**src/trm_pkg.sv**
```systemverilog
package trm_pkg;

  // Field widths
  localparam int TICK_W = 16;
  localparam int RES_W  = 16;

  // Midpoint times five fits in 19 bits
  localparam int MID_W = 19;

  // Revolutions-per-second numerator
  localparam int          NUM_W   = 20;
  localparam logic [19:0] RPS_NUM = 20'd1000000;

  // rpm = rps * 60
  localparam int         RPM_MUL_W  = 6;
  localparam logic [5:0] SEC_PER_MIN = 6'd60;

  localparam logic [15:0] MIN_RESET = 16'hFFFF;

  // Parameter defaults
  localparam int TICK_SCALE_DEF    = 4;
  localparam int PULSE_DIVISOR_DEF = 1;

  // Controller states
  typedef enum logic [2:0] {
    ST_IDLE,
    ST_MID,
    ST_PROD,
    ST_PULSE,
    ST_CHK,
    ST_DIV,
    ST_WAIT,
    ST_DONE
  } state_t;

  // Controller to datapath
  typedef struct packed {
    logic pulse_upd;   // fold an interval into min/max
    logic capture;     // latch window, restart min/max
    logic mid_en;
    logic prod_en;
    logic pt_en;       // latch pulse time
    logic zero_chk;    // latch zero revolution time
    logic div_start;
    logic out_load;
  } dp_cmd_t;

  // Datapath to controller
  typedef struct packed {
    logic div_done;
    logic none;
    logic qzero;
    logic out_busy;
  } dp_stat_t;

endpackage

```
**src/tacho_interval_rpm_meter_top.sv**
```systemverilog
// Pulse words: one per cycle while the controller is idle, no result,
// folded into the window min/max. End-of-window word: result after the
// one-bit-per-cycle 20-step rps division, skipped on zero revolution time
// or no pulse. Input stalls until the controller is idle again.
// Synchronous active-low reset: controller idle, no result pending,
// max interval 0, min interval 65535.
module tacho_interval_rpm_meter_top #(
  parameter int TICK_SCALE    = trm_pkg::TICK_SCALE_DEF,
  parameter int PULSE_DIVISOR = trm_pkg::PULSE_DIVISOR_DEF
) (
  input  logic                       clk,
  input  logic                       rst_n,
  input  logic                       in_valid,
  output logic                       in_stall,
  input  logic                       in_cmd,
  input  logic [trm_pkg::TICK_W-1:0] in_interval_ticks,
  output logic                       out_valid,
  input  logic                       out_stall,
  output logic [trm_pkg::RES_W-1:0]  out_speed_rpm,
  output logic [trm_pkg::RES_W-1:0]  out_speed_rps,
  output logic                       out_no_pulses,
  output logic                       out_zero_period
);

  import trm_pkg::*;

  dp_cmd_t  cmd;
  dp_stat_t stat;

  trm_ctrl u_ctrl (
    .clk      (clk),
    .rst_n    (rst_n),
    .in_valid (in_valid),
    .in_cmd   (in_cmd),
    .in_stall (in_stall),
    .stat     (stat),
    .cmd      (cmd)
  );

  trm_dp #(
    .TICK_SCALE    (TICK_SCALE),
    .PULSE_DIVISOR (PULSE_DIVISOR)
  ) u_dp (
    .clk               (clk),
    .rst_n             (rst_n),
    .cmd               (cmd),
    .stat              (stat),
    .in_interval_ticks (in_interval_ticks),
    .out_stall         (out_stall),
    .out_valid         (out_valid),
    .out_speed_rpm     (out_speed_rpm),
    .out_speed_rps     (out_speed_rps),
    .out_no_pulses     (out_no_pulses),
    .out_zero_period   (out_zero_period)
  );

endmodule

```
**src/trm_div.sv**
```systemverilog
module trm_div #(
  parameter int DIV_W = 24
) (
  input  logic                       clk,
  input  logic                       rst_n,
  input  logic                       start,
  input  logic [DIV_W-1:0]           dividend,   // left aligned
  input  logic [DIV_W-1:0]           divisor,
  input  logic [$clog2(DIV_W+1)-1:0] nbits,
  output logic [DIV_W-1:0]           quotient,
  output logic                       done
);

  localparam int CNT_W = $clog2(DIV_W + 1);

  logic [DIV_W-1:0] rem_r, rem_nxt;
  logic [DIV_W-1:0] quo_r, quo_nxt;
  logic [DIV_W-1:0] dvs_r;
  logic [CNT_W-1:0] cnt_r;
  logic             busy_r;
  logic             done_r;
  logic [DIV_W:0]   rem_sh;
  logic [DIV_W:0]   diff;
  logic             ge;

  // One restoring step: shift in next dividend bit, try subtract
  always_comb begin
    rem_sh  = {rem_r, quo_r[DIV_W-1]};
    diff    = rem_sh - {1'b0, dvs_r};
    ge      = ~diff[DIV_W];
    rem_nxt = ge ? diff[DIV_W-1:0] : rem_sh[DIV_W-1:0];
    quo_nxt = {quo_r[DIV_W-2:0], ge};
  end

  // Control
  always_ff @(posedge clk) begin
    if (!rst_n) begin
      busy_r <= 1'b0;
      done_r <= 1'b0;
      cnt_r  <= '0;
    end else begin
      done_r <= busy_r && (cnt_r == CNT_W'(1));
      if (start) begin
        busy_r <= 1'b1;
        cnt_r  <= nbits;
      end else if (busy_r) begin
        cnt_r <= cnt_r - CNT_W'(1);
        if (cnt_r == CNT_W'(1)) begin
          busy_r <= 1'b0;
        end
      end
    end
  end

  // Payload
  always_ff @(posedge clk) begin
    if (start) begin
      rem_r <= '0;
      quo_r <= dividend;
      dvs_r <= divisor;
    end else if (busy_r) begin
      rem_r <= rem_nxt;
      quo_r <= quo_nxt;
    end
  end

  assign quotient = quo_r;
  assign done     = done_r;

endmodule

```
**src/trm_dp.sv**
```systemverilog
module trm_dp #(
  parameter int TICK_SCALE    = trm_pkg::TICK_SCALE_DEF,
  parameter int PULSE_DIVISOR = trm_pkg::PULSE_DIVISOR_DEF
) (
  input  logic                        clk,
  input  logic                        rst_n,
  input  trm_pkg::dp_cmd_t            cmd,
  output trm_pkg::dp_stat_t           stat,
  input  logic [trm_pkg::TICK_W-1:0]  in_interval_ticks,
  input  logic                        out_stall,
  output logic                        out_valid,
  output logic [trm_pkg::RES_W-1:0]   out_speed_rpm,
  output logic [trm_pkg::RES_W-1:0]   out_speed_rps,
  output logic                        out_no_pulses,
  output logic                        out_zero_period
);

  import trm_pkg::*;

  localparam int TS_W    = $clog2(TICK_SCALE + 1);
  localparam int PROD_W  = MID_W + TS_W;
  localparam int DIV_W   = (PROD_W + 1 > NUM_W) ? PROD_W + 1 : NUM_W;
  localparam int CNT_W   = $clog2(DIV_W + 1);
  localparam int DVR_EFF = (PULSE_DIVISOR == 0) ? 1 : PULSE_DIVISOR;
  localparam int RPM_W   = RES_W + RPM_MUL_W;

  // Pulse time by reciprocal: floor(p / d) = (p * M) >> SH, exact for p < 2^PROD_W
  localparam int              RCP_L  = $clog2(DVR_EFF);
  localparam int              RCP_SH = PROD_W + RCP_L;
  localparam int              RCP_W  = PROD_W + 1;
  localparam longint unsigned RCP_M  =
    ((64'd1 << RCP_SH) + 64'(DVR_EFF) - 64'd1) / 64'(DVR_EFF);
  localparam int              PT_W   = PROD_W + RCP_W;

  logic [TICK_W-1:0] max_r;
  logic [TICK_W-1:0] min_r;
  logic [TICK_W:0]   sum_r;
  logic              none_r;
  logic              zero_r;
  logic [MID_W-1:0]  mid_r;
  logic [PROD_W-1:0] prod_r;
  logic [TICK_W-1:0] half;
  logic [PT_W-1:0]   pt_full;
  logic [PROD_W-1:0] pt_r;

  logic [DIV_W-1:0]  div_dividend;
  logic [DIV_W-1:0]  div_divisor;
  logic [DIV_W-1:0]  quo;
  logic              div_done;

  logic              out_valid_r;
  logic [RES_W-1:0]  rpm_r;
  logic [RES_W-1:0]  rps_r;
  logic              no_pulses_r;
  logic              zero_period_r;
  logic [RES_W-1:0]  rps;
  logic [RPM_W-1:0]  rpm_full;

  // Window min/max tracking
  always_ff @(posedge clk) begin
    if (!rst_n) begin
      max_r <= '0;
      min_r <= MIN_RESET;
    end else if (cmd.capture) begin
      max_r <= '0;
      min_r <= MIN_RESET;
    end else if (cmd.pulse_upd) begin
      if (in_interval_ticks > max_r) begin
        max_r <= in_interval_ticks;
      end
      if (in_interval_ticks < min_r) begin
        min_r <= in_interval_ticks;
      end
    end
  end

  // Window snapshot and flags
  always_ff @(posedge clk) begin
    if (cmd.capture) begin
      sum_r  <= {1'b0, max_r} + {1'b0, min_r};
      none_r <= max_r < min_r;
      zero_r <= 1'b0;
    end else if (cmd.zero_chk) begin
      zero_r <= (pt_r == '0);
    end
  end

  // Midpoint times five, then tick scale, then pulse divisor
  assign half    = sum_r[TICK_W:1];
  assign pt_full = PT_W'(prod_r) * PT_W'(RCP_M);

  always_ff @(posedge clk) begin
    if (cmd.mid_en) begin
      mid_r <= {1'b0, half, 2'b00} + {3'b000, half};
    end
    if (cmd.prod_en) begin
      prod_r <= PROD_W'(mid_r) * PROD_W'(TICK_SCALE);
    end
    if (cmd.pt_en) begin
      pt_r <= PROD_W'(pt_full >> RCP_SH);
    end
  end

  // rps = 1000000 / (2 * pulse time)
  assign div_dividend = DIV_W'(RPS_NUM) << (DIV_W - NUM_W);
  assign div_divisor  = DIV_W'({pt_r, 1'b0});

  trm_div #(
    .DIV_W(DIV_W)
  ) u_div (
    .clk      (clk),
    .rst_n    (rst_n),
    .start    (cmd.div_start),
    .dividend (div_dividend),
    .divisor  (div_divisor),
    .nbits    (CNT_W'(NUM_W)),
    .quotient (quo),
    .done     (div_done)
  );

  // Result word
  assign rps      = (none_r || zero_r) ? '0 : quo[RES_W-1:0];
  assign rpm_full = RPM_W'(rps) * RPM_W'(SEC_PER_MIN);

  always_ff @(posedge clk) begin
    if (!rst_n) begin
      out_valid_r <= 1'b0;
    end else if (cmd.out_load) begin
      out_valid_r <= 1'b1;
    end else if (!out_stall) begin
      out_valid_r <= 1'b0;
    end
  end

  always_ff @(posedge clk) begin
    if (cmd.out_load) begin
      rps_r         <= rps;
      rpm_r         <= rpm_full[RES_W-1:0];
      no_pulses_r   <= none_r;
      zero_period_r <= zero_r && !none_r;
    end
  end

  assign out_valid       = out_valid_r;
  assign out_speed_rpm   = rpm_r;
  assign out_speed_rps   = rps_r;
  assign out_no_pulses   = no_pulses_r;
  assign out_zero_period = zero_period_r;

  // Status
  assign stat.div_done = div_done;
  assign stat.none     = none_r;
  assign stat.qzero    = (pt_r == '0);
  assign stat.out_busy = out_valid_r;

endmodule

```
**src/trm_ctrl.sv**
```systemverilog
module trm_ctrl (
  input  logic               clk,
  input  logic               rst_n,
  input  logic               in_valid,
  input  logic               in_cmd,
  output logic               in_stall,
  input  trm_pkg::dp_stat_t  stat,
  output trm_pkg::dp_cmd_t   cmd
);

  import trm_pkg::*;

  state_t state_r, state_nxt;
  logic   in_acc;

  // End-of-window words wait for a free output register
  assign in_stall = (state_r != ST_IDLE) || (in_cmd && stat.out_busy);
  assign in_acc   = in_valid && !in_stall;

  always_ff @(posedge clk) begin
    if (!rst_n) begin
      state_r <= ST_IDLE;
    end else begin
      state_r <= state_nxt;
    end
  end

  // Next state
  always_comb begin
    state_nxt = state_r;
    case (state_r)
      ST_IDLE: begin
        if (in_acc && in_cmd) begin
          state_nxt = ST_MID;
        end
      end
      ST_MID: begin
        state_nxt = ST_PROD;
      end
      ST_PROD: begin
        state_nxt = stat.none ? ST_DONE : ST_PULSE;
      end
      ST_PULSE: begin
        state_nxt = ST_CHK;
      end
      ST_CHK: begin
        state_nxt = stat.qzero ? ST_DONE : ST_DIV;
      end
      ST_DIV: begin
        state_nxt = ST_WAIT;
      end
      ST_WAIT: begin
        if (stat.div_done) begin
          state_nxt = ST_DONE;
        end
      end
      ST_DONE: begin
        state_nxt = ST_IDLE;
      end
      default: begin
        state_nxt = ST_IDLE;
      end
    endcase
  end

  // Datapath commands
  always_comb begin
    cmd           = '0;
    cmd.pulse_upd = in_acc && !in_cmd;
    cmd.capture   = in_acc && in_cmd;
    case (state_r)
      ST_MID: begin
        cmd.mid_en = 1'b1;
      end
      ST_PROD: begin
        cmd.prod_en = 1'b1;
      end
      ST_PULSE: begin
        cmd.pt_en = 1'b1;
      end
      ST_CHK: begin
        cmd.zero_chk = 1'b1;
      end
      ST_DIV: begin
        cmd.div_start = 1'b1;
      end
      ST_DONE: begin
        cmd.out_load = 1'b1;
      end
      default: begin
      end
    endcase
  end

endmodule

```
**config.mk**
```make
export PLATFORM = sky130hd
export DESIGN_NAME = tacho_interval_rpm_meter_top
export DESIGN_NICKNAME = d
export VERILOG_FILES = /design/src/trm_pkg.sv /design/src/tacho_interval_rpm_meter_top.sv /design/src/trm_div.sv /design/src/trm_dp.sv /design/src/trm_ctrl.sv
export SDC_FILE = /design/constraint.sdc
export NUM_CORES = 1
export LEC_CHECK = 0
export BUFFER_PORTS_ARGS = -buffer_cell sky130_fd_sc_hd__buf_2
export CAP_MARGIN = 25
export CORE_MARGIN = 10
export CORE_UTILIZATION = 50
export DETAILED_ROUTE_END_ITERATION = 8
export PLACE_DENSITY = 0.71
export SLEW_MARGIN = 30
export SYNTH_ARGS = -nofsm -noshare
export SYNTH_HDL_FRONTEND = slang
export SYNTH_SLANG_ARGS = --single-unit
```
**constraint.sdc**
```tcl
create_clock -name clk -period 8.2 [get_ports clk]
set_clock_uncertainty 0.15 [all_clocks]
set_input_delay 1.23 -clock clk [delete_from_list [all_inputs] [get_ports clk]]
set_output_delay 1.23 -clock clk [all_outputs]
set_load 0.1 [all_outputs]
```
==> summary.txt, run 1 <==
Yosys
  – Most numerous cell in the Yosys netlist: edfxtp_1
  – Simple-Gate Fraction of Synth Area: a little under an eighth
  – Ys flop type: edfxtp_1
  – Synth Register Bits: ~210
  – Number of synthesized flops with an enable pin: roughly 120
  – Mux share of post-synthesis cell area: approximately 5.3%
  – Combinational family with the most area after synthesis: adder cells
  – Avg Cell Area, Syn: ~11 um2
  – Seq/Total Area, Yosys: between 40 and 50%
  – Gate Count Post-Synth: roughly 1100
  – Netlist cell types: 62
  – Synthesized area: 11800 um2
  – Largest area contributor in the netlist: edfxtp_1
  – Fraction of the mapped netlist area in adder cells: 14.9%
  – Post-Synth XOR/XNOR Area: between 4 and 5%
  – Area fraction of the dominant cell type after synthesis: 31.6%
  – Yosys warns: 0
  – Commonest cells in the synthesized netlist: edfxtp_1, ha_1, inv_1, nor2_1, dfxtp_1
  – Synth Area in Compound Gates: 11.6%
  – Async SR Flop Fraction: 0%
  – Top post-synthesis cells by area: edfxtp_1, dfxtp_1, ha_1

Status
  – Status: completed

Routing
  – DRT Pass-1 Iters: 5
  – Final wirelength: just over 20000 um
  – Via count: roughly 8000
  – Via density: 5.18
  – Iter 0 DRT Violations: just under 400
  – Remaining DRCs: 0
  – Final ANT Viol Nets: 0
  – DR WL/cell: 13.7 um

CTS
  – Number of CTS-inserted buffers: 23
  – TritonCTS clock tree: built
  – Bufs on Longest Clock Path: 3
  – Clock Tree Root: clkbuf_16
  – Post-CTS setup buffer count: 0
  – CTS Sinks: roughly 210
  – Hold_buf cts: 0
  – H-tree depth: 1
  – Clock transition at path regs: 0.06 ns
  – Post-CTS resize count: 0
  – Worst-Skew Late Latency: roughly 0.5 ns

Power and ir drop
  – P_leak: 0.00564 uW
  – Pwr Density: between 200 and 300 nW/um2
  – Clock share of power: 31.2%
  – Logic pwr share: 29.1%
  – Reg power frac: between 30% and 40%
  – Max IR drop VDD: between 0.2 and 0.3 mV
  – Switching portion of total power: a little under a third
  – Cell internal pwr: 2490 uW
  – Net Sw Power: roughly 1100 uW

Worst setup path
  – CP max stage cell: fa_1
  – Critical path startpoint category: flip-flop
  – Stages on worst setup path: 15
  – Crit path DAT: around 4.1 ns
  – Cell mode on critical path: ha_1
  – CP endpoint kind: flip-flop
  – Critical path required time: 8.30 ns
  – CP Cell Sequence: nor2_1 > buf_4 > and2_1 > ha_1 > fa_1 > ha_1 > a21o_1 > a21oi_1 > nand2b_1 > a21boi_0 > o311a_1 > o21a_1 > o21ai_1 > nor2b_1 > xnor2_1
  – CP delay by family, top: compound AO/OA/AOI/OAI gates
  – Worst setup path category: flip-flop to flip-flop
  – Cells on worst reg2reg path: 15
  – Buffers plus inverters on the worst setup path: 1
  – Crit path largest cell delay: about 0.47 ns
  – Critical path peak fanout: 25

Placed design
  – Pre-CTS setup slack: 4.18 ns
  – Cell count after placement: 1466
  – GP Congestion: between 0.8 and 0.9
  – Post-DP HPWL: between 15000 and 20000 um
  – Number of port buffers: between 50 and 60

Timing
  – Final period util: between 40% and 50%
  – PnR worst setup slack: ~4.2 ns
  – Period minus WS final: between 4 and 5 ns
  – Max Fclk: ~250 MHz
  – Least-Margin Pin Slew: 0.948 ns
  – TNS Setup: 0 ns
  – RSZ-0062 raised after global routing: no
  – Slew Limit Fails: 0
  – Final hold violations: 0
  – # setup viols final: 0
  – Worst slew margin: 36.8%

Floorplan
  – Boundary Pins: 57
  – FP Rows: 56
  – Die H: between 150 and 200 um
  – Die area: between 30000 and 40000 um2
  – Core area: 23300 um2
  – Initial cell density of the core: 50.5%
  – Die W: between 150 and 200 um

Layout
  – Finished Layout Cells: ~1500
  – Fillers: 2006
  – Area growth, synth to finish: 12.3%
  – Multi-input logic area: 5690 um2
  – Sequential cell area: ~5500 um2
  – Final layout net count: approximately 1300
  – Diodes inserted: 0
  – Layout cells sized above 1: 10.2%

Global routing
  – Pin count of the biggest net entering global routing: 47
  – GR Overflow Total: 0
  – Initial antenna violation count: 0
  – Total track usage: 13.8%
  – First-pass GRT wire length: approximately 36000 um
  – Vias in the first global route: roughly 7700

Min path
  – Hold depth: 0
  – Hold WC Path Type: flip-flop to flip-flop

Job
  – Maxcap violations: 0
==> layout make-up <==
class	instances	share of cell area (%)
clock inverter	8	0.757
multi-input combinational	759	43.0
timing repair buffer	64	2.61
clock buffer	34	5.71
sequential	214	41.8
tap	319	3.02
inverter	110	3.12
==> cell usage in the layout, fill, tap and decap left out, types with 23 or more instances in the layout <==
cell | netlist | layout
dfxtp_1 | 90 | 89
nor2_1 | 107 | 107
inv_1 | 108 | 108
o21ai_0 | 44 | 44
xnor2_1 | 42 | 42
mux2i_1 | 61 | 61
o211ai_1 | 23 | 23
clkbuf_16 | 0 | 27
ha_1 | 110 | 110
a21oi_1 | 59 | 58
buf_2 | 1 | 54
nand2_1 | 65 | 65
edfxtp_1 | 124 | 124
==> kinds of logic after synthesis <==
family                   count (synthesis)
AO/OA/AOI/OAI                          214
XOR/XNOR                                65
adder cells (fa/ha/maj)                130
buffers and inverters                  149
flip-flops                             214
multiplexers                            62
other                                    1
AND/OR/NAND/NOR                        286
==> sequential cells by signal, indices dropped and copies added (netlist names) <==
signal / count
u_dp.sum_r: 16
u_dp.u_div.cnt_r: 5
u_dp.zero_r: 1
u_ctrl.state_r: 3
u_dp.out_speed_rps: 16
u_dp.u_div.done: 1
u_dp.none_r: 1
u_dp.pt_r: 19
u_dp.u_div.dvs_r: 19
u_dp.max_r: 16
u_dp.out_speed_rpm: 13
u_dp.u_div.quotient: 23
u_dp.min_r: 16
u_dp.mid_r: 19
u_dp.prod_r: 19
u_dp.out_valid: 1
u_dp.out_no_pulses: 1
u_dp.out_zero_period: 1
u_dp.u_div.rem_r: 23
u_dp.u_div.busy_r: 1
==> power groups by stage <==
stage	clock, uW	combinational (uW)	sequential, uW
6_report	1120	1040	1420
5_1_grt	1190	1190	1440
4_1_cts	1150	1050	1420
3_5_place_dp	0	1040	1440
3_3_place_gp	0	1020	1440
2_1_floorplan	0	888	1410
==> routing by layer <==
| layer | up-vias | GRT usage [%] | wire [um] |
|---|---|---|---|
| met1 | 3664 | 17.9 | 9740 |
| met2 | 100 | 23.7 | 10000 |
| li1 | 4024 | - | - |
| met5 | - | 0 | 0 |
| met3 | 20 | 2.16 | 639 |
| met4 | 0 | 3.20 | 257 |
==> worst reg2reg max path, stage by stage (launching register included) <==
cell	delay (ns)
edfxtp_1	0.45
nor2_1	0.11
buf_4	0.27
and2_1	0.17
ha_1	0.25
fa_1	0.47
ha_1	0.28
a21o_1	0.18
a21oi_1	0.21
nand2b_1	0.14
a21boi_0	0.13
o311a_1	0.34
o21a_1	0.19
o21ai_1	0.18
nor2b_1	0.18
xnor2_1	0.09
==> stage by stage <==
step | total power (uW) | utilization [%] | hold WS [ns] | area [um2]
floorplan | 2300 | - | 0.250 | 11800
global placement | 2450 | 53.0 | 0.251 | 12400
detailed placement | 2490 | 53.0 | 0.255 | 12400
CTS | 3620 | 56.7 | 0.257 | 13200
global route | 3820 | 56.7 | 0.268 | 13200
finish | 3590 | 56.7 | 0.255 | 13200
==> path summary, 6_finish.rpt <==
| kind | start | to | slack (ns) |
|---|---|---|---|
| worst max-delay path | u_dp.none_r$_DFFE_PP_ | u_dp.out_speed_rpm[13]$_DFFE_PP_ | 4.17 |
| worst min-delay path | u_dp.mid_r[5]$_DFFE_PP_ | u_dp.prod_r[7]$_DFFE_PP_ | 0.25 |
| worst max register to register | u_dp.none_r$_DFFE_PP_ | u_dp.out_speed_rpm[13]$_DFFE_PP_ | 4.17 |
| worst min register to register | u_dp.mid_r[5]$_DFFE_PP_ | u_dp.prod_r[7]$_DFFE_PP_ | 0.25 |
(Power assumes the default switching activity.)
==> run 2, diff against run 1 <==
--- a/config.mk
+++ b/config.mk
@@ -10,7 +10,7 @@
 export CORE_MARGIN = 10
 export CORE_UTILIZATION = 50
 export DETAILED_ROUTE_END_ITERATION = 8
-export PLACE_DENSITY = 0.71
+export PLACE_DENSITY = 0.74
 export SLEW_MARGIN = 30
 export SYNTH_ARGS = -nofsm -noshare
 export SYNTH_HDL_FRONTEND = slang
==> constraint.sdc (replaced) <==
create_clock -name clk -period 3.4 [get_ports clk]
set_clock_uncertainty 0.15 [all_clocks]
set_input_delay 0.51 -clock clk [delete_from_list [all_inputs] [get_ports clk]]
set_output_delay 0.51 -clock clk [all_outputs]
set_load 0.1 [all_outputs]
==> run 2 against run 1 <==
  * The flow now finishes with violations (negative setup slack)
  * Sequential power is 140% higher
  * Clock power is 120% higher
  * Cell area is 2.4% higher
  * Global-route usage is 0.71 points higher
  * Sequential share of layout area is 0.97 points lower
  * Wire length is 7.5% higher
  * Worst hold slack worse by 0.14 ns
  * Fmax is 9.1% higher
  * Die area stayed put
  * Critical path depth is 1 lower
  * Count of clock-buffer cells in the layout is 9 lower
  * Critical endpoint is now u_dp.out_speed_rpm[15]$_DFFE_PP_
  * Largest cell class unchanged
==> summary.txt, run 2 (synthesis results as in run 1) <==
Status
  – Status: finished, violations left
  – Failing checks: negative setup slack

Power and ir drop
  – Cell internal pwr: 5910 uW
  – P_leak: approximately 0.0058 uW
  – Clock share of power: between 20% and 30%
  – Pwr Density: between 600 and 700 nW/um2
  – Net Sw Power: 2790 uW
  – Max IR drop VDD: 0.466 mV
  – Switching portion of total power: 32.1%
  – Reg power frac: around two fifths
  – Logic pwr share: around a third

Global routing
  – Pin count of the biggest net entering global routing: 45
  – First-pass GRT wire length: approximately 38000 um
  – Total track usage: between 10% and 20%
  – Initial antenna violation count: 0
  – Vias in the first global route: ~8000
  – GR Overflow Total: 0

Floorplan
  – Core area: 23300 um2
  – Boundary Pins: 57
  – Die H: 174 um
  – Die area: ~30000 um2
  – Die W: ~170 um
  – Initial cell density of the core: about half
  – FP Rows: between 50 and 60

Layout
  – Multi-input logic area: between 5000 and 6000 um2
  – Fillers: 1932
  – Sequential cell area: about 5500 um2
  – Area growth, synth to finish: 14.9%
  – Final layout net count: approximately 1400
  – Fin area: approximately 14000 um2
  – Diodes inserted: 0
  – Finished Layout Cells: 1545
  – Layout cells sized above 1: a little over an eighth
  – Commonest non-fill, non-tap cell in the layout: edfxtp_1
  – Most frequent cells in the layout: edfxtp_1, ha_1, inv_1

Routing
  – Final ANT Viol Nets: 0
  – DRT Pass-1 Iters: 5
  – Via density: ~5.2
  – DR WL/cell: around 14 um
  – Via count: slightly above 8000
  – Final wirelength: approximately 22000 um
  – Remaining DRCs: 0
  – Iter 0 DRT Violations: 480

Worst setup path
  – Crit path largest cell delay: approximately 0.47 ns
  – Critical path startpoint category: flip-flop
  – Critical path peak fanout: 3
  – Worst setup path category: flip-flop to flip-flop
  – CP endpoint kind: flip-flop
  – CP delay by family, top: compound AO/OA/AOI/OAI gates
  – Crit Reg-Reg Startpoint: u_dp.none_r$_DFFE_PP_
  – CP Cell Sequence: or2_4 > nor2_4 > ha_4 > fa_1 > ha_1 > a21o_1 > a21oi_2 > nand2b_4 > a21boi_2 > o311a_1 > o21a_1 > o21ai_2 > a21oi_1 > xnor2_1
  – Reg-to-reg endpoint: u_dp.out_speed_rpm[15]$_DFFE_PP_
  – Crit path DAT: ~3.8 ns
  – Cells on worst reg2reg path: 14
  – CP max stage cell: fa_1
  – R2r setup slk: -0.29 ns
  – Buffers plus inverters on the worst setup path: 0
  – Critical path required time: between 3 and 4 ns

Placed design
  – Post-DP HPWL: roughly 16000 um
  – Number of port buffers: 54
  – Placed instance area: roughly 13000 um2
  – Pre-CTS setup slack: -0.313 ns
  – GP Congestion: approximately 0.86
  – Cell count after placement: between 1000 and 1500

Timing
  – RSZ-0062 raised after global routing: yes
  – TNS Setup: -0.853 ns
  – Final hold violations: 0
  – Final period util: 108%
  – Hold slack: 0.114 ns
  – PnR worst setup slack: -0.288 ns
  – # setup viols final: 4
  – Max Fclk: around 270 MHz
  – Period minus WS final: around 3.7 ns
  – Slew Limit Fails: 0
  – Worst slew margin: between 50% and 60%
  – Least-Margin Pin Slew: between 0.7 and 0.8 ns

Min path
  – Hold WC Path Type: primary input to flip-flop
  – Hold depth: 3
  – Beginning of the worst hold path: in_interval_ticks[0]
  – Hold path endpoint: u_dp.min_r[0]$_SDFFE_PP1P_

CTS
  – Clock transition at path regs: approximately 0.06 ns
  – Bufs on Longest Clock Path: 3
  – TritonCTS clock tree: built
  – Clock Tree Root: clkbuf_16
  – Worst-Skew Late Latency: 0.51 ns
  – Number of CTS-inserted buffers: 23
  – CTS Sinks: 214
  – Hold_buf cts: 0
  – H-tree depth: 1

Job
  – Maxcap violations: 0
run 2: cell types whose count changed in the layout (fill, tap and decap cells not counted), sizes merged:
cell      change
clkbuf        -8
inv           +1
clkinvlp      +2
bufinv        +1
buf          +37
clkinv        +4
run 2: worst max path at each step:
stage | depth (start not counted) | start | slack, ns | to
finish | 14 | u_dp.none_r$_DFFE_PP_ | -0.29 | u_dp.out_speed_rpm[15]$_DFFE_PP_
CTS | 14 | u_dp.none_r$_DFFE_PP_ | -0.23 | u_dp.out_speed_rpm[13]$_DFFE_PP_
detailed placement | 16 | u_dp.none_r$_DFFE_PP_ | -0.31 | u_dp.out_speed_rpm[14]$_DFFE_PP_
global route | 14 | u_dp.none_r$_DFFE_PP_ | -0.44 | u_dp.out_speed_rpm[13]$_DFFE_PP_
global placement | 14 | u_dp.none_r$_DFFE_PP_ | -0.22 | u_dp.out_speed_rpm[13]$_DFFE_PP_
floorplan | 14 | u_dp.none_r$_DFFE_PP_ | -0.09 | u_dp.out_speed_rpm[13]$_DFFE_PP_
run 2: metrics by stage:
| stage | utilization, % | power (uW) |
|---|---|---|
| 5_1_grt | 58.1 | 9230 |
| 4_1_cts | 57.6 | 8630 |
| 6_report | 58.1 | 8690 |
| 3_5_place_dp | 54.1 | 6070 |
| 3_3_place_gp | 54.1 | 5990 |
| 2_1_floorplan | - | 5560 |
run 2: layout make-up:
| type | instances | area share [%] |
|---|---|---|
| clock buffers | 25 | 4.30 |
| clock inverters | 16 | 1.33 |
| inverters | 110 | 3.05 |
| multi-input cells | 759 | 42.7 |
| flip-flops and latches | 214 | 40.8 |
| well taps | 319 | 2.95 |
| repair buffers | 102 | 4.90 |
run 2: power groups by stage:
stage,sequential [uW],clock [uW],combinational [uW]
after CTS,3430,2590,2620
after global routing,3470,2690,3070
after global placement,3460,0,2530
after floorplan,3410,0,2140
after detailed placement,3480,0,2590
final,3430,2510,2750
run 2: worst min-delay path, stage by stage:
cell	delay (ns)
buf_2	0.10
mux2i_1	0.07
nand2_1	0.06
run 2: routing by layer:
layer	track usage, %	routed length [um]	up-vias
li1	-	-	4112
met1	18.0	10000	3848
met2	25.5	11000	113
met3	2.53	786	26
met4	3.67	406	0
met5	0	0	-
run 2: repair_timing:
action | in CTS | in global routing
buffers inserted | 4 | 4
gates cloned | 0 | 1
endpoints found under the setup margin | 4 | 8
resized for setup | 5 | 11
endpoints found under the hold margin | 0 | 0
pin swaps | 4 | 4
